<file path="src/vna_pkg.sv">
// Shared types and constants of the vertex normal accumulator.
`default_nettype none
package vna_pkg;

  localparam int NUM_VERTICES = 4096;
  localparam int ADDR_W       = $clog2(NUM_VERTICES);
  localparam int VIDX_W       = 12;
  localparam int AREA_W       = 32;
  localparam int ACC_W        = 40;
  localparam int NRM_W        = 16;
  localparam int SC_W         = 31;           // aligned magnitude, top bit at bit 30
  localparam int SQ_W         = 64;           // sum of three squares
  localparam int LEN_W        = 32;           // square root of the sum
  localparam int QUO_W        = 17;           // quotient bits produced by the divider
  localparam int NUM_W        = 47;           // dividend: magnitude * 2^15 + len / 2

  typedef enum logic {
    OP_TRIANGLE = 1'b0,
    OP_READ     = 1'b1
  } opcode_t;

  // One accumulator entry as it sits in the memory.
  typedef struct packed {
    logic                    mark;
    logic signed [ACC_W-1:0] sum_z;
    logic signed [ACC_W-1:0] sum_y;
    logic signed [ACC_W-1:0] sum_x;
  } entry_t;

  localparam int ENTRY_W = $bits(entry_t);

  typedef struct packed {
    logic                    start;
    logic signed [ACC_W-1:0] sum_x;
    logic signed [ACC_W-1:0] sum_y;
    logic signed [ACC_W-1:0] sum_z;
  } norm_req_t;

  typedef struct packed {
    logic                    done;
    logic                    zero;
    logic signed [NRM_W-1:0] nrm_x;
    logic signed [NRM_W-1:0] nrm_y;
    logic signed [NRM_W-1:0] nrm_z;
  } norm_rsp_t;

endpackage
`default_nettype wire

</file>
<file path="src/vna_norm.sv">
// Sequential normalizer: alignment, sum of squares, square root and three divisions.
`default_nettype none
module vna_norm (
  input  wire logic             clk,
  input  wire logic             rst_n,
  input  wire vna_pkg::norm_req_t req,
  input  wire logic             ack,
  output vna_pkg::norm_rsp_t    rsp
);
  import vna_pkg::*;

  typedef enum logic [5:0] {
    N_IDLE  = 6'b000001,
    N_ALIGN = 6'b000010,
    N_SQ    = 6'b000100,
    N_SQRT  = 6'b001000,
    N_DIV   = 6'b010000,
    N_DONE  = 6'b100000
  } nstate_t;

  localparam logic [NRM_W-1:0] NRM_MAX = NRM_W'((1 << (NRM_W - 1)) - 1);

  nstate_t                 state_r, state_nxt;
  logic [ACC_W-1:0]        mag_r [3];
  logic [2:0]              neg_r;
  logic [1:0]              comp_r;
  logic [4:0]              cnt_r;
  logic [2*SC_W-1:0]       prod_r;
  logic [SQ_W-1:0]         acc_r;
  logic [SQ_W-1:0]         x_r;
  logic [SQ_W-1:0]         res_r;
  logic [SQ_W-1:0]         bit_r;
  logic [LEN_W-1:0]        len_r;
  logic [LEN_W:0]          rem_r;
  logic [QUO_W-1:0]        nlo_r;
  logic [QUO_W-1:0]        quo_r;
  logic                    load_r;
  logic                    zero_r;
  logic signed [NRM_W-1:0] nrm_r [3];

  logic [ACC_W-1:0]        orv;
  logic [SC_W-1:0]         sc [3];
  logic [SC_W-1:0]         sel_sc;
  logic [SQ_W-1:0]         rt_sum;
  logic                    rt_ge;
  logic [SQ_W-1:0]         res_next;
  logic [NUM_W-1:0]        num;
  logic [LEN_W:0]          r2;
  logic                    div_ge;
  logic [QUO_W-1:0]        qfull;
  logic [NRM_W-1:0]        qcap;
  logic                    sel_neg;
  logic [ACC_W-1:0]        mag_in [3];
  logic                    in_zero;

  always_comb begin
    orv = mag_r[0] | mag_r[1] | mag_r[2];
    for (int i = 0; i < 3; i++) begin
      sc[i] = mag_r[i][ACC_W-1 -: SC_W];
    end
    case (comp_r)
      2'd0:    begin sel_sc = sc[0]; sel_neg = neg_r[0]; end
      2'd1:    begin sel_sc = sc[1]; sel_neg = neg_r[1]; end
      default: begin sel_sc = sc[2]; sel_neg = neg_r[2]; end
    endcase

    rt_sum   = res_r + bit_r;
    rt_ge    = x_r >= rt_sum;
    res_next = rt_ge ? ((res_r >> 1) + bit_r) : (res_r >> 1);

    num    = NUM_W'({sel_sc, 15'b0}) + NUM_W'(len_r >> 1);
    r2     = {rem_r[LEN_W-1:0], nlo_r[QUO_W-1]};
    div_ge = r2 >= {1'b0, len_r};
    qfull  = {quo_r[QUO_W-2:0], div_ge};
    qcap   = (qfull > QUO_W'(NRM_MAX)) ? NRM_MAX : qfull[NRM_W-1:0];

    mag_in[0] = req.sum_x[ACC_W-1] ? ACC_W'(-req.sum_x) : ACC_W'(req.sum_x);
    mag_in[1] = req.sum_y[ACC_W-1] ? ACC_W'(-req.sum_y) : ACC_W'(req.sum_y);
    mag_in[2] = req.sum_z[ACC_W-1] ? ACC_W'(-req.sum_z) : ACC_W'(req.sum_z);
    in_zero   = (mag_in[0] | mag_in[1] | mag_in[2]) == '0;
  end

  always_comb begin
    state_nxt = state_r;
    case (state_r)
      N_IDLE:  if (req.start) state_nxt = in_zero ? N_DONE : N_ALIGN;
      N_ALIGN: if (orv[ACC_W-1]) state_nxt = N_SQ;
      N_SQ:    if (comp_r == 2'd3) state_nxt = N_SQRT;
      N_SQRT:  if (cnt_r == '0) state_nxt = N_DIV;
      N_DIV:   if (!load_r && cnt_r == '0 && comp_r == 2'd2) state_nxt = N_DONE;
      N_DONE:  if (ack) state_nxt = N_IDLE;
      default: state_nxt = N_IDLE;
    endcase
  end

  always_ff @(posedge clk) begin
    if (!rst_n) begin
      state_r <= N_IDLE;
    end else begin
      state_r <= state_nxt;
    end
  end

  always_ff @(posedge clk) begin
    case (state_r)
      N_IDLE: begin
        if (req.start) begin
          mag_r  <= mag_in;
          neg_r  <= {req.sum_z[ACC_W-1], req.sum_y[ACC_W-1], req.sum_x[ACC_W-1]};
          zero_r <= in_zero;
          for (int i = 0; i < 3; i++) begin
            nrm_r[i] <= '0;
          end
        end
      end
      N_ALIGN: begin
        // Shift all three until the largest has its top bit at the word's top.
        if (!orv[ACC_W-1]) begin
          for (int i = 0; i < 3; i++) begin
            mag_r[i] <= mag_r[i] << 1;
          end
        end
        comp_r <= '0;
        acc_r  <= '0;
      end
      N_SQ: begin
        prod_r <= sel_sc * sel_sc;
        if (comp_r != 2'd0) begin
          acc_r <= acc_r + SQ_W'(prod_r);
        end
        comp_r <= comp_r + 2'd1;
        x_r    <= acc_r + SQ_W'(prod_r);
        res_r  <= '0;
        bit_r  <= SQ_W'(1) << (SQ_W - 2);
        cnt_r  <= 5'd31;
      end
      N_SQRT: begin
        if (rt_ge) begin
          x_r <= x_r - rt_sum;
        end
        res_r  <= res_next;
        bit_r  <= bit_r >> 2;
        cnt_r  <= cnt_r - 5'd1;
        len_r  <= LEN_W'(res_next);
        comp_r <= '0;
        load_r <= 1'b1;
      end
      N_DIV: begin
        if (load_r) begin
          rem_r  <= (LEN_W + 1)'(num[NUM_W-1:QUO_W]);
          nlo_r  <= num[QUO_W-1:0];
          quo_r  <= '0;
          cnt_r  <= 5'(QUO_W - 1);
          load_r <= 1'b0;
        end else begin
          if (div_ge) begin
            rem_r <= r2 - {1'b0, len_r};
          end else begin
            rem_r <= r2;
          end
          nlo_r <= nlo_r << 1;
          quo_r <= qfull;
          cnt_r <= cnt_r - 5'd1;
          if (cnt_r == '0) begin
            nrm_r[comp_r] <= sel_neg ? -$signed(qcap) : $signed(qcap);
            comp_r        <= comp_r + 2'd1;
            load_r        <= 1'b1;
          end
        end
      end
      default: begin
      end
    endcase
  end

  assign rsp.done  = state_r == N_DONE;
  assign rsp.zero  = zero_r;
  assign rsp.nrm_x = nrm_r[0];
  assign rsp.nrm_y = nrm_r[1];
  assign rsp.nrm_z = nrm_r[2];

endmodule
`default_nettype wire

</file>
<file path="config.mk">
export PLATFORM = sky130hd
export DESIGN_NAME = vna_norm
export DESIGN_NICKNAME = d
export VERILOG_FILES = /design/src/vna_pkg.sv /design/src/vna_norm.sv
export SDC_FILE = /design/constraint.sdc
export NUM_CORES = 2
export LEC_CHECK = 0
export BUFFER_PORTS_ARGS = -buffer_cell sky130_fd_sc_hd__buf_4
export CORE_MARGIN = 1.5
export CORE_UTILIZATION = 60
export CTS_BUF_LIST = sky130_fd_sc_hd__clkbuf_4 sky130_fd_sc_hd__clkbuf_8
export CTS_CLUSTER_DIAMETER = 50
export DETAILED_ROUTE_END_ITERATION = 8
export GPL_ROUTABILITY_DRIVEN = 0
export PLACE_DENSITY = 0.77
export RECOVER_POWER = 25
export SYNTH_ARGS = -nofsm -noshare
export SYNTH_HDL_FRONTEND = slang
export SYNTH_SLANG_ARGS = --single-unit
</file>
<file path="constraint.sdc">
create_clock -name clk -period 14.1 [get_ports clk]
set_input_delay 0.705 -clock clk [delete_from_list [all_inputs] [get_ports clk]]
set_output_delay 0.705 -clock clk [all_outputs]
set_load 0.05 [all_outputs]
</file>
==> results_dict.tcl <==
set metrics [dict create \
    insertion_delay_ps 820 \
    synthCells 7135 \
    setup_ws_ps 2670 \
    worst_slew_pin_slew_ps 4580 \
    seq_area_mm2 0.0170 \
    root_buffer "clkbuf_8" \
    final_common_cell "inv_1" \
    cts_buffers 102 \
    holdBufCountCts 0 \
    fillers 8797 \
    port_buffers 173 \
    maxCapViolations 11 \
    fp.dieW_um 336 \
    synthArstFlopShare_pct 0 \
    drv_slew 650 \
    layout_common_cells "inv_1 (991), fa_1 (751), nor2_1 (699), nand2_1 (660), edfxtp_1 (562)" \
    worstSetupEndpointType "flip-flop" \
    failed_checks "capacitance limit, slew limit" \
    crit_top_cell "fa_1" \
    status "finished with violations" \
    multi_input_area_mm2 0.0447 \
    hp-class "input pin to flip-flop" \
    cp_slowest_stage_delay_ps 840 \
    wirelength_um 195000 \
    nets 8579 \
    ys_top_cells_by_area "edfxtp_1 (25%), fa_1 (23%), ha_1 (9.5%), inv_1 (5.6%), nor2_1 (4.0%)" \
    post-route-period-util_pct 81.0 \
    die_area_mm2 0.113 \
    start_util_pct 60.8 \
    finalHoldViolCount 0 \
    setup-violations-final 0 \
    crit_required_ps 14630 \
    crit_fanout 36 \
    arrival_ps 11950 \
    rsz0062_at_grt "false" \
    cts_max_level 3 \
    cts_tree "built" \
    grt_pass1_vias 53900 \
    syn_area_per_cell_um2 9.32 \
    ys.warnings.count 0 \
    yosysUniqueCellTypes 92 \
    io-pin-count 174 \
    drcViolationCount 0 \
    grt_max_degree 107 \
    via_count 53800 \
    synth-edff-count 562 \
    ys_seq_area_share_pct 25.6 \
    grt-ovfl-total 0 \
    synth-main-ff-cell "edfxtp_1" \
    core_area_mm2 0.109 \
    crit_type "flip-flop to flip-flop" \
    fin_crit_ps 11430 \
    slew_headroom_pct -206 \
    clk_path_buf_depth 3 \
    area_growth_pct 7.13 \
    post_cts_buffers 0 \
    track_usage_pct 34.8 \
    drive_gt1_share_pct 6.53 \
    wl_per_cell_um 22.3 \
    drt_iter0_drc 5828 \
    clk_pin_slew_ps 60 \
    cp-start-kind "flip-flop" \
    syn-cell-area_mm2 0.0665 \
    viasPerCell 6.15 \
    grt_antenna_before_repair 5 \
    ant_nets 0 \
    dp_hpwl_um 151000 \
    grt_pass1_wl_um 302000 \
    syn_nets 8517 \
    fmax_ghz 0.0875 \
    synth_top_area_share_pct 25.4 \
    num_rows 121 \
    yosys_register_bits 568 \
    tns_ps 0 \
    synth.largest_area_cell "edfxtp_1" \
    first_pass_iters 9 \
    dp_slack_ps 2820 \
    finClkSkew_ps 87.8 \
    post_cts_resized 0 \
    slowest_stage "nor2_4" \
    die_y_um 336 \
    cts.sinks 568 \
]
==> registers in the layout, summed over array words and instances, names as in the netlist <==
| signal | count |
|---|---|
| nrm_r | 48 |
| rem_r | 32 |
| neg_r | 3 |
| nlo_r | 17 |
| x_r | 64 |
| bit_r | 32 |
| load_r | 1 |
| prod_r | 61 |
| comp_r | 2 |
| mag_r | 120 |
| res_r | 64 |
| len_r | 32 |
| cnt_r | 5 |
| acc_r | 64 |
| state_r | 6 |
| zero_r | 1 |
| quo_r | 16 |
==> worst paths after layout <==
check                                              from                 endpoint  slack, ps  depth (start not counted)
worst max register to register  comp_r[0]$_SDFFCE_PP0P_     prod_r[58]$_DFFE_PP_       2670                         32
worst min register to register      mag_r[88]$_DFFE_PP_      mag_r[89]$_DFFE_PP_        530                          2
worst max-delay path            comp_r[0]$_SDFFCE_PP0P_     prod_r[58]$_DFFE_PP_       2670                         32
worst min-delay path                              rst_n  state_r[0]$_SDFFE_PN1P_        200                          2
==> cells in the mapped netlist (81+ instances only) <==
library cell	number
and2_1	103
nor3_1	81
a21oi_1	408
fa_1	751
xor2_1	279
nand2_1	660
a31oi_1	83
xnor2_1	200
nand4_1	83
nor2_1	700
inv_1	992
nand3_1	94
o21ai_0	362
edfxtp_1	562
ha_1	507
a21o_1	173
clkbuf_1	247
==> critical path: cells and delay by family (launching register included) <==
kind                       cells  cell delay, ps
AOI/OAI and AO/OA              9            2750
xor gates and xnor gates       1              90
DFF                            1             440
and+or+nand+nor                5            2050
adders and majority gates     10            4500
buffers and inverters          7            1370
==> final cells by class <==
| class | count | share of cell area [%] |
|---|---|---|
| multi-input cells | 5280 | 62.8 |
| flip-flops and latches | 568 | 23.9 |
| inverters | 1000 | 5.27 |
| well taps | 1476 | 2.59 |
| repair buffers | 245 | 2.27 |
| clock buffers | 130 | 2.27 |
| clock inverters | 54 | 0.900 |
| diodes | 2 | 0.00703 |
==> stage by stage <==
step | instances | hold WS (ps) | area [µm²] | util [%]
after floorplan | 7135 | 496 | 66500 | -
after global placement | 8569 | 510 | 69200 | 63.3
after detailed placement | 8569 | 513 | 69200 | 63.3
after CTS | 8753 | 168 | 71500 | 65.4
after global routing | 8755 | 187 | 71200 | 65.2
final | 8755 | 202 | 71200 | 65.2
==> cell families after synthesis <==
group / share of synthesized area [%]
xor+xnor: 6.31
simple gates: 14.2
buf+inv: 7.29
flops: 25.6
compound gates: 13.8
mux: 0.719
fa+ha+maj: 32.2
==> per-layer routing <==
layer	vias up	track usage [%]	share of wire (%)
met5	-	0	0.012
met4	4	20.6	7.1
met3	779	7.94	11
met2	2953	54.5	44
met1	25900	44.5	38
li1	24200	-	-
Power is not shown: default switching activity piles up to over one toggle a cycle in this logic, so the estimate is an artifact.
