## config.mk

```make
export PLATFORM = sky130hd
export DESIGN_NAME = vna_ram
export DESIGN_NICKNAME = d
export VERILOG_FILES = /design/src/vna_ram.sv
export SDC_FILE = /design/constraint.sdc
export NUM_CORES = 1
export LEC_CHECK = 0
export BUFFER_PORTS_ARGS = -buffer_cell sky130_fd_sc_hd__buf_4
export CAP_MARGIN = 20
export CORE_UTILIZATION = 35
export CTS_CLUSTER_SIZE = 25
export DETAILED_ROUTE_END_ITERATION = 10
export PLACE_DENSITY_LB_ADDON = 0.2
export SLEW_MARGIN = 20
export SYNTH_ARGS = -nofsm -noshare
export SYNTH_HDL_FRONTEND = slang
export SYNTH_SLANG_ARGS = --single-unit
```

## constraint.sdc

```tcl
create_clock -name clk -period 1.9 [get_ports clk]
set_input_delay 0 -clock clk [delete_from_list [all_inputs] [get_ports clk]]
set_output_delay 0 -clock clk [all_outputs]
set_load 0.005 [all_outputs]
```

## src/vna_ram.sv

```systemverilog
// Generic single-write, single-read memory with registered read data.
`default_nettype none
module vna_ram #(
  parameter int WIDTH = 8,
  parameter int DEPTH = 16
) (
  input  wire logic                     clk,
  input  wire logic                     we,
  input  wire logic [$clog2(DEPTH)-1:0] waddr,
  input  wire logic [WIDTH-1:0]         wdata,
  input  wire logic                     re,
  input  wire logic [$clog2(DEPTH)-1:0] raddr,
  output logic      [WIDTH-1:0]         rdata
);

  logic [WIDTH-1:0] mem_r [DEPTH];
  logic [WIDTH-1:0] rdata_r;

  always_ff @(posedge clk) begin
    if (we) begin
      mem_r[waddr] <= wdata;
    end
    if (re) begin
      rdata_r <= mem_r[raddr];
    end
  end

  assign rdata = rdata_r;

endmodule
`default_nettype wire

```

==> key figures, run 1 <==
Route
  • Starting DRT DRC Count: 179
  • Routed WL per cell: 21.89 um
  • DRC errors left: 0
  • Routed vias: 2491
  • DRT Pass-1 Iters: 4
  • Final ANT Viol Nets: 0
  • DR vias/cell: 5.073
  • Detailed Route WL: 10750 um

Setup path
  • Setup crit end kind: register
  • Slowest-stage cell, CP: mux4_1
  • Worst-path cell chain: mux4_1 -> a22oi_1 -> nand2_1
  • Crit Path Class: register to register
  • Arrival time at the worst endpoint: 1.65 ns
  • Startpoint Class: register
  • Worst Path Required: 2.05 ns
  • CP Max Fanout: 1
  • WP buf/inv: 0
  • CP top delay family: multiplexers
  • Crit-path max cell delay: 0.52 ns

Floorplan
  • Core area: 0.01453 mm^2
  • Starting density of the core: 35.97%
  • Rows: 44
  • Die H: 124.2 um
  • Top-Level Pins: 27
  • Die area: 0.01543 mm^2
  • Die Wd: 124.2 um

Global route
  • GR Util All Layers: 15.15%
  • Number of global-route vias before repair: 2644
  • Global route overflow: 0
  • Initial antenna violation count: 0
  • First-pass GRT wire length: 16460 um
  • Pin count of the biggest net entering global routing: 19

Layout
  • Final net count: 314
  • Diode count: 0
  • Fraction of layout instances using a drive strength above 1: 28.01%
  • Fill count: 1278
  • Final Core Density: 43.62%
  • Area grow syn2layout: 21.28%

Logic synthesis
  • Most used DFF post-synth: edfxtp_1
  • Post-synthesis average cell area: 22.83 um^2
  • Most frequent cells after synthesis: edfxtp_1, mux4_2, a22oi_1
  • Syn Nets: 248
  • Mapped cell area: 0.005228 mm^2
  • Synthesized flop and latch total: 136
  • Cells after Synth: 229
  • Synth warn: 0
  • Area fraction of the dominant cell type after synthesis: 78.12%
  • Count leader, synth: edfxtp_1
  • Top cell type by total area after synthesis: edfxtp_1
  • Post-synthesis sequential area ratio: 78.12%
  • EDFF count, synth: 136
  • Synth top area cells: edfxtp_1, mux4_2, mux4_1
  • Async SR Flop Fraction: 0%
  • Synth cell types: 18

Clock tree
  • # hold bufs at CTS: 9
  • Num CTS Buffers: 17
  • Longest Clk Path Bufs: 2
  • Postcts setup bufs: 0
  • Clk_lat worst skew: 0.42 ns
  • CTS resizes: 0
  • H-Tree Level Count: 4
  • Root buf cell: clkbuf_16
  • TritonCTS Sinks: 136
  • CTS tree: done
  • Clock-pin slew on the worst setup and hold paths: 0.05 ns

Timing
  • Post-route setup slack: 0.4043 ns
  • Hold_ws: 0.1170 ns
  • Unrepaired setup endpoints after global routing: no
  • Tcrit/Tclk final: 78.72%
  • Max-slew headroom: 67.48%
  • Final setup viols: 0
  • Setup_tns: 0 ns
  • Tightest Pin Transition: 0.4878 ns
  • Clock skew: 0.01076 ns
  • Max-slew violations: 0
  • Min Tclk post-route: 1.496 ns
  • Peak Freq: 0.6686 GHz
  • Hold Vio Cnt, Final: 0

Hold path
  • Min-delay worst type: primary input to register

Placement
  • Number of I/O port buffers: 26
  • Pre-CTS setup slack: 0.3422 ns
  • RePlAce Congestion: 0.7128
  • DP HPWL: 6864 um

Run status
  • Status: finished, final reports clean

Flow run
  • Max Cap Viol: 0

Pwr
  • IR Drop Worst-Case VDD: 0.6521 mV
  • Power Total: 6.458 mW
  • PD cells: 1019 mW/mm^2
  • Leakage: 2.132 nW
power breakdown:
part / internal, mW / switching [mW]
combinational: 0.169 / 0.180
clock: 1.62 / 1.08
sequential: 3.38 / 0.0199
total: 5.17 / 1.28
sequential cells by signal, indices dropped and copies added (netlist names):
name and cells:
rdata 8, mem_r 128
worst reg2reg max path: stages, from the launching register on:
cell,delay [ns]
edfxtp_1,0.37
mux4_1,0.52
a22oi_1,0.28
nand2_1,0.08
through the flow:
| stage | area [um^2] | instances |
|---|---|---|
| after CTS | 6340 | 491 |
| after floorplan | 5228 | 229 |
| after global routing | 6340 | 491 |
| final | 6340 | 491 |
| after global placement | 5769 | 451 |
| after detailed placement | 5769 | 451 |
final cells by class:
type | instances | area [um^2] | area share, %
Tap cell | 184 | 230.2 | 3.631
Clock inverter | 8 | 32.53 | 0.5131
Timing Repair Buffer | 57 | 488.0 | 7.697
Multi-Input combinational cell | 83 | 1057 | 16.68
Sequential cell | 136 | 4084 | 64.42
Clock buffer | 23 | 447.9 | 7.065
cells in the final DEF (no fill, tap or decap), drive strengths merged, types with 4 or more instances in the layout:
cell type	Yosys	layout
buf	7	48
nor2	13	13
dlygate4sd3	0	9
clkbuf	0	23
a22oi	16	16
nand2	9	9
clkinv	0	8
nor3	4	4
mux4	32	32
edfxtp	136	136
routing by layer:
| layer | vias up | GRT usage (%) | wire, um |
|---|---|---|---|
| met5 | - | 0 | 0 |
| met4 | 0 | 5.315 | 134 |
| met3 | 10 | 5.603 | 529 |
| met2 | 67 | 22.36 | 5110 |
| met1 | 1300 | 20.55 | 4972 |
| li1 | 1114 | - | - |
logic make-up after synthesis:
logic type	synth area share, %
and+or+nand+nor	3.136
muxes	14.79
DFF	78.12
AOI/OAI and AO/OA	2.298
buffers and inverters	1.651
path summary, 6_finish.rpt:
path / start / endpoint / slack [ns] / cells after the start
worst max-delay path: mem_r[9][2]$_DFFE_PP_ / rdata[2]$_DFFE_PP_ / 0.40 / 3
worst min-delay path: waddr[0] / mem_r[0][7]$_DFFE_PP_ / 0.12 / 3
worst max register to register: mem_r[9][2]$_DFFE_PP_ / rdata[2]$_DFFE_PP_ / 0.40 / 3
worst min register to register: mem_r[14][5]$_DFFE_PP_ / rdata[5]$_DFFE_PP_ / 0.74 / 3
No activity file was read; power rests on OpenSTA's default activity.
==> run 2, diff against run 1 <==
--- a/config.mk
+++ b/config.mk
@@ -5,6 +5,7 @@
 export SDC_FILE = /design/constraint.sdc
 export NUM_CORES = 1
 export LEC_CHECK = 0
+export ABC_AREA = 1
 export BUFFER_PORTS_ARGS = -buffer_cell sky130_fd_sc_hd__buf_4
 export CAP_MARGIN = 20
 export CORE_UTILIZATION = 35
==> constraint.sdc (replaced) <==
create_clock -name clk -period 1.41 [get_ports clk]
set_input_delay 0 -clock clk [delete_from_list [all_inputs] [get_ports clk]]
set_output_delay 0 -clock clk [all_outputs]
set_load 0.005 [all_outputs]
==> key figures, run 2 <==
Setup path
  • Startpoint Class: register (unchanged)
  • CP Max Fanout: 1 (unchanged)
  • Crit Path Class: register to register (unchanged)
  • Setup crit end kind: register (unchanged)
  • Arrival time at the worst endpoint: 1.35 ns (was 1.65 ns)
  • Worst Path Required: 1.56 ns (was 2.05 ns)

Clock tree
  • H-Tree Level Count: 4 (unchanged)
  • Postcts setup bufs: 0 (unchanged)
  • Longest Clk Path Bufs: 2 (unchanged)
  • CTS tree: done (unchanged)
  • Clk_lat worst skew: 0.42 ns (about the same)
  • Clock-pin slew on the worst setup and hold paths: 0.06 ns (was 0.05 ns)
  • CTS resizes: 0 (unchanged)
  • Num CTS Buffers: 17 (unchanged)
  • Root buf cell: clkbuf_16 (unchanged)
  • TritonCTS Sinks: 136 (unchanged)

Route
  • Final ANT Viol Nets: 0 (unchanged)
  • Starting DRT DRC Count: 306 (was 179)
  • Detailed Route WL: 14160 um (was 10750 um)
  • DRC errors left: 0 (unchanged)
  • DRT Pass-1 Iters: 5 (was 4)
  • Routed vias: 3842 (was 2491)
  • DR vias/cell: 4.596 (was 5.073)
  • Routed WL per cell: 16.94 um (was 21.89 um)

Logic synthesis
  • Synth top area cells: edfxtp_1, nand2_1, nand3_1 (was edfxtp_1, mux4_2, mux4_1)
  • EDFF count, synth: 136 (unchanged)
  • Top cell type by total area after synthesis: edfxtp_1 (unchanged)
  • Most frequent cells after synthesis: nand2_1, edfxtp_1, inv_1 (was edfxtp_1, mux4_2, a22oi_1)
  • Synth cell types: 11 (was 18)
  • Count leader, synth: nand2_1 (was edfxtp_1)
  • Area fraction of the dominant cell type after synthesis: 69.85% (was 78.12%)
  • Most used DFF post-synth: edfxtp_1 (unchanged)
  • Syn Nets: 570 (was 248)
  • Post-synthesis sequential area ratio: 69.85% (was 78.12%)
  • Post-synthesis average cell area: 10.61 um^2 (was 22.83 um^2)
  • Synth warn: 0 (unchanged)
  • Mapped cell area: 0.005847 mm^2 (was 0.005228 mm^2)
  • Cells after Synth: 551 (was 229)
  • Synthesized flop and latch total: 136 (unchanged)
  • Async SR Flop Fraction: 0% (unchanged)

Floorplan
  • Die Wd: 131.3 um (was 124.2 um)
  • Top-Level Pins: 27 (unchanged)
  • Core area: 0.01612 mm^2 (was 0.01453 mm^2)
  • Die area: 0.01723 mm^2 (was 0.01543 mm^2)
  • Rows: 46 (was 44)
  • Starting density of the core: 36.28% (was 35.97%)
  • Die H: 131.3 um (was 124.2 um)

Pwr
  • Leakage: 3.041 nW (was 2.132 nW)
  • IR Drop Worst-Case VDD: 0.8175 mV (was 0.6521 mV)
  • PD cells: 1377 mW/mm^2 (was 1019 mW/mm^2)

Timing
  • Setup_tns: 0 ns (unchanged)
  • Max-slew violations: 0 (unchanged)
  • Tcrit/Tclk final: 85.03% (was 78.72%)
  • Unrepaired setup endpoints after global routing: no (unchanged)
  • Max-slew headroom: 72.90% (was 67.48%)
  • Min Tclk post-route: 1.199 ns (was 1.496 ns)
  • Clock skew: 0.005658 ns (was 0.01076 ns)
  • Post-route setup slack: 0.2111 ns (was 0.4043 ns)
  • Final setup viols: 0 (unchanged)
  • Peak Freq: 0.8341 GHz (was 0.6686 GHz)
  • Hold Vio Cnt, Final: 0 (unchanged)
  • Tightest Pin Transition: 0.4066 ns (was 0.4878 ns)

Placement
  • DP HPWL: 8643 um (was 6864 um)
  • Pre-CTS setup slack: 0.09718 ns (was 0.3422 ns)
  • Number of I/O port buffers: 26 (unchanged)
  • Placed Cells: 795 (was 451)
  • RePlAce Congestion: 0.7816 (was 0.7128)

Layout
  • Commonest non-fill, non-tap cell in the layout: nand2_1 (was edfxtp_1)
  • Largest Register: mem_r (unchanged)
  • Fraction of layout instances using a drive strength above 1: 13.39% (was 28.01%)
  • Area grow syn2layout: 21.63% (was 21.28%)
  • Non-Filler Instances: 836 (was 491)
  • Most frequent cells in the layout: nand2_1, edfxtp_1, inv_1 (was edfxtp_1, buf_4, mux4_2)
  • Final net count: 627 (was 314)
  • Diode count: 0 (unchanged)
  • Max reg flops: 128 (unchanged)

Global route
  • Initial antenna violation count: 0 (unchanged)
  • Pin count of the biggest net entering global routing: 65 (was 19)
  • First-pass GRT wire length: 22200 um (was 16460 um)
  • GR Util All Layers: 17.42% (was 15.15%)
  • Number of global-route vias before repair: 3750 (was 2644)
  • Global route overflow: 0 (unchanged)

Run status
  • Status: finished, final reports clean (unchanged)

Hold path
  • Min-delay worst type: primary input to register (unchanged)

Flow run
  • Max Cap Viol: 0 (unchanged)
-- run 2: changes by cell type after synthesis, sizes merged, moves of 16 or more --
cell,previous run,this run
buf,7,24
inv,0,102
nand2,9,173
mux4,32,0
nand3,1,97
a22oi,16,0
-- run 2: path summary, 6_finish.rpt --
kind                     startpoint               endpoint  slack, ns  depth (start not counted)
max          mem_r[13][3]$_DFFE_PP_     rdata[3]$_DFFE_PP_       0.21                          6
min                              we  mem_r[3][5]$_DFFE_PP_       0.19                          4
max reg2reg  mem_r[13][3]$_DFFE_PP_     rdata[3]$_DFFE_PP_       0.21                          6
min reg2reg  mem_r[15][6]$_DFFE_PP_     rdata[6]$_DFFE_PP_       0.76                          6
-- run 2: cell families (layout without fill, tap and decap cells) --
family	count (synthesis)	count (layout)	synth area share, %
and+or+nand+nor	289	289	20.76
DFF	136	136	69.85
buffers and inverters	126	195	9.394
-- run 2: through the flow --
step / hold slack [ns] / util, % / power, mW / instance area, um^2
finish: 0.1889 / 44.13 / 9.791 / 7112
global route: 0.2127 / 44.13 / 10.08 / 7112
CTS: 0.1780 / 44.13 / 9.857 / 7112
detailed placement: 0.3302 / 39.74 / 5.279 / 6404
global placement: 0.3325 / 39.74 / 5.275 / 6404
floorplan: 0.09887 / - / 4.980 / 5847
-- run 2: where the power goes --
| part | switching, mW | total [mW] | internal, mW |
|---|---|---|---|
| Combinational | 0.406 | 0.630 | 0.224 |
| Clock | 1.65 | 4.58 | 2.93 |
| Sequential | 0.0252 | 4.58 | 4.56 |
-- run 2: routing by layer --
metal | vias to the layer above | GRT usage (%) | part of all wire, %
met1 | 1837 | 23.89 | 48
li1 | 1892 | - | -
met4 | 0 | 5.168 | 1.2
met2 | 97 | 27.54 | 46
met5 | - | 0 | 0
met3 | 16 | 3.935 | 4.8
-- run 2: worst max-delay path: stages, from the launching register on --
cell,delay (ns)
edfxtp_1,0.37
inv_1,0.06
nand2_1,0.04
nand3_1,0.09
nand3_1,0.09
nand3_1,0.17
nand2_1,0.12
-- run 2: cell type report --
class / instances / area [um^2]
repair buffers: 62 / 553.0
clock inverters: 14 / 182.7
well taps: 216 / 270.3
clock buffers: 17 / 425.4
multi-input cells: 289 / 1214
fillers: 1531 / 9004
inverters: 102 / 382.9
flip-flops and latches: 136 / 4084
-- run 2: timing repair --
item / 4_1_cts / 5_1_grt
setup endpoints to repair: 0 / 0
hold buffers: 10 / 0
endpoints found under the hold margin: 137 / 0
==> run 3, diff against run 2 <==
--- a/config.mk
+++ b/config.mk
@@ -11,7 +11,6 @@
 export CORE_UTILIZATION = 35
 export CTS_CLUSTER_SIZE = 25
 export DETAILED_ROUTE_END_ITERATION = 10
-export PLACE_DENSITY_LB_ADDON = 0.2
 export SLEW_MARGIN = 20
 export SYNTH_ARGS = -nofsm -noshare
 export SYNTH_HDL_FRONTEND = slang
==> key figures, run 3 (synthesized netlist as in run 2, its figures left out) <==
Run status
  • Status: finished, final reports clean (unchanged)

Timing
  • Final setup viols: 0 (unchanged)
  • Max-slew violations: 0 (unchanged)
  • Tightest Pin Transition: 0.3777 ns (was 0.4066 ns)
  • Clock skew: 0.007008 ns (was 0.005658 ns)
  • Unrepaired setup endpoints after global routing: no (unchanged)
  • Max-slew headroom: 74.82% (was 72.90%)
  • Peak Freq: 0.8642 GHz (was 0.8341 GHz)
  • Tcrit/Tclk final: 82.07% (was 85.03%)
  • Setup_tns: 0 ns (unchanged)
  • Min Tclk post-route: 1.157 ns (was 1.199 ns)
  • Hold Vio Cnt, Final: 0 (unchanged)

Setup path
  • Arrival time at the worst endpoint: 1.32 ns (was 1.35 ns)
  • RR Startpoint: mem_r[5][4]$_DFFE_PP_ (was mem_r[13][3]$_DFFE_PP_)
  • FF-to-FF End: rdata[4]$_DFFE_PP_ (was rdata[3]$_DFFE_PP_)
  • Crit Path Class: register to register (unchanged)
  • Worst Path Required: 1.58 ns (was 1.56 ns)
  • Reg-to-reg setup timing slack: 0.25 ns (was 0.21 ns)
  • CP Max Fanout: 1 (unchanged)
  • Startpoint Class: register (unchanged)
  • Setup crit end kind: register (unchanged)
  • R2R depth: 6 (unchanged)

Clock tree
  • CTS tree: done (unchanged)
  • Num CTS Buffers: 17 (unchanged)
  • CTS resizes: 0 (unchanged)
  • H-Tree Level Count: 4 (unchanged)
  • Postcts setup bufs: 0 (unchanged)
  • Longest Clk Path Bufs: 2 (unchanged)
  • Root buf cell: clkbuf_16 (unchanged)
  • TritonCTS Sinks: 136 (unchanged)
  • Clock-pin slew on the worst setup and hold paths: 0.05 ns (was 0.06 ns)
  • Clk_lat worst skew: 0.42 ns (about the same)

Layout
  • Most frequent cells in the layout: nand2_1, edfxtp_1, inv_1 (unchanged)
  • Non-Filler Instances: 831 (was 836)
  • Largest Register: mem_r (unchanged)
  • Area grow syn2layout: 19.20% (was 21.63%)
  • Diode count: 0 (unchanged)
  • Final net count: 624 (was 627)
  • Fraction of layout instances using a drive strength above 1: 11.71% (was 13.39%)
  • Commonest non-fill, non-tap cell in the layout: nand2_1 (unchanged)
  • Max reg flops: 128 (unchanged)

Pwr
  • IR Drop Worst-Case VDD: 0.8785 mV (was 0.8175 mV)
  • Power Total: 9.006 mW (was 9.791 mW)
  • Leakage: 2.978 nW (was 3.041 nW)
  • PD cells: 1292 mW/mm^2 (was 1377 mW/mm^2)

Floorplan
  • Die Wd: 131.3 um (unchanged)
  • Top-Level Pins: 27 (unchanged)
  • Die H: 131.3 um (unchanged)
  • Rows: 46 (unchanged)
  • Starting density of the core: 36.28% (unchanged)
  • Die area: 0.01723 mm^2 (unchanged)
  • Core area: 0.01612 mm^2 (unchanged)

Global route
  • Global route overflow: 0 (unchanged)
  • First-pass GRT wire length: 20390 um (was 22200 um)
  • Pin count of the biggest net entering global routing: 65 (unchanged)
  • Initial antenna violation count: 0 (unchanged)
  • Number of global-route vias before repair: 3567 (was 3750)
  • GR Util All Layers: 16.15% (was 17.42%)

Route
  • Routed WL per cell: 15.87 um (was 16.94 um)
  • Starting DRT DRC Count: 377 (was 306)
  • Detailed Route WL: 13190 um (was 14160 um)
  • Routed vias: 3881 (was 3842)
  • Final ANT Viol Nets: 0 (unchanged)
  • DR vias/cell: 4.670 (was 4.596)
  • DRT Pass-1 Iters: 5 (unchanged)
  • DRC errors left: 0 (unchanged)

Hold path
  • Hold Path Origin: we (unchanged)
  • Hold path endpoint: mem_r[3][3]$_DFFE_PP_ (was mem_r[3][5]$_DFFE_PP_)
  • Min-delay worst type: primary input to register (unchanged)
  • Hold Path Stages: 4 (unchanged)

Placement
  • RePlAce Congestion: 0.7682 (was 0.7816)
  • DP HPWL: 8290 um (was 8643 um)
  • Placed Cells: 792 (was 795)
  • Number of I/O port buffers: 26 (unchanged)

Flow run
  • Max Cap Viol: 0 (unchanged)
run 3: timing repair:
action	in CTS	in global routing
hold buffers	10	0
endpoints found under the hold margin	140	0
endpoints found under the setup margin	0	0
run 3: final cells by class:
class                      instances  area [um^2]
clock buffer                      22        444.2
clock inverter                     7        56.30
fill                            1554         9146
inverter                         102        382.9
multi-input combinational        289         1214
sequential                       136         4084
tap                              216        270.3
timing repair buffer              59        518.0
run 3: how the worst max path moves through the flow:
| stage | cells after the start | slack, ns | end | startpoint |
|---|---|---|---|---|
| 2_1_floorplan | 2 | 0.46 | mem_r[10][0]$_DFFE_PP_ | waddr[2] |
| 3_3_place_gp | 8 | 0.25 | rdata[6]$_DFFE_PP_ | raddr[0] |
| 3_5_place_dp | 7 | 0.24 | rdata[4]$_DFFE_PP_ | raddr[0] |
| 6_report | 6 | 0.25 | rdata[4]$_DFFE_PP_ | mem_r[5][4]$_DFFE_PP_ |
| 4_1_cts | 6 | 0.26 | rdata[5]$_DFFE_PP_ | mem_r[9][5]$_DFFE_PP_ |
| 5_1_grt | 6 | 0.15 | rdata[4]$_DFFE_PP_ | mem_r[7][4]$_DFFE_PP_ |
run 3: critical path, stage by stage, from the launching register on:
cell and delay (ns):
edfxtp_1 0.37, inv_1 0.06, nand2_1 0.04, nand3_1 0.08, nand3_1 0.08, nand3_1 0.16
nand2_1 0.10
run 3: metrics by stage:
step | instance area, um^2 | hold slack [ns] | setup slack (ns) | util, %
after detailed placement | 6369 | 0.3187 | 0.2435 | 39.52
after global routing | 6969 | 0.2268 | 0.1453 | 43.25
after floorplan | 5847 | 0.09887 | 0.4592 | -
after CTS | 6969 | 0.1687 | 0.2580 | 43.25
final | 6969 | 0.1760 | 0.2528 | 43.25
after global placement | 6369 | 0.3186 | 0.2458 | 39.52
run 3: per-layer routing:
layer | GRT usage [%] | wire length, um | vias up
met5 | 0 | 0 | -
met2 | 24.38 | 6018 | 147
met4 | 6.395 | 193 | 0
met1 | 21.78 | 5956 | 1831
met3 | 4.745 | 1023 | 18
li1 | - | - | 1885
run 3: where the power goes:
group | switching [mW] | leakage (nW) | internal [mW] | total (mW)
combinational | 0.394 | 1.50 | 0.215 | 0.609
clock | 1.45 | 0.246 | 2.36 | 3.81
sequential | 0.0307 | 1.24 | 4.56 | 4.59
total | 1.88 | 2.98 | 7.13 | 9.01
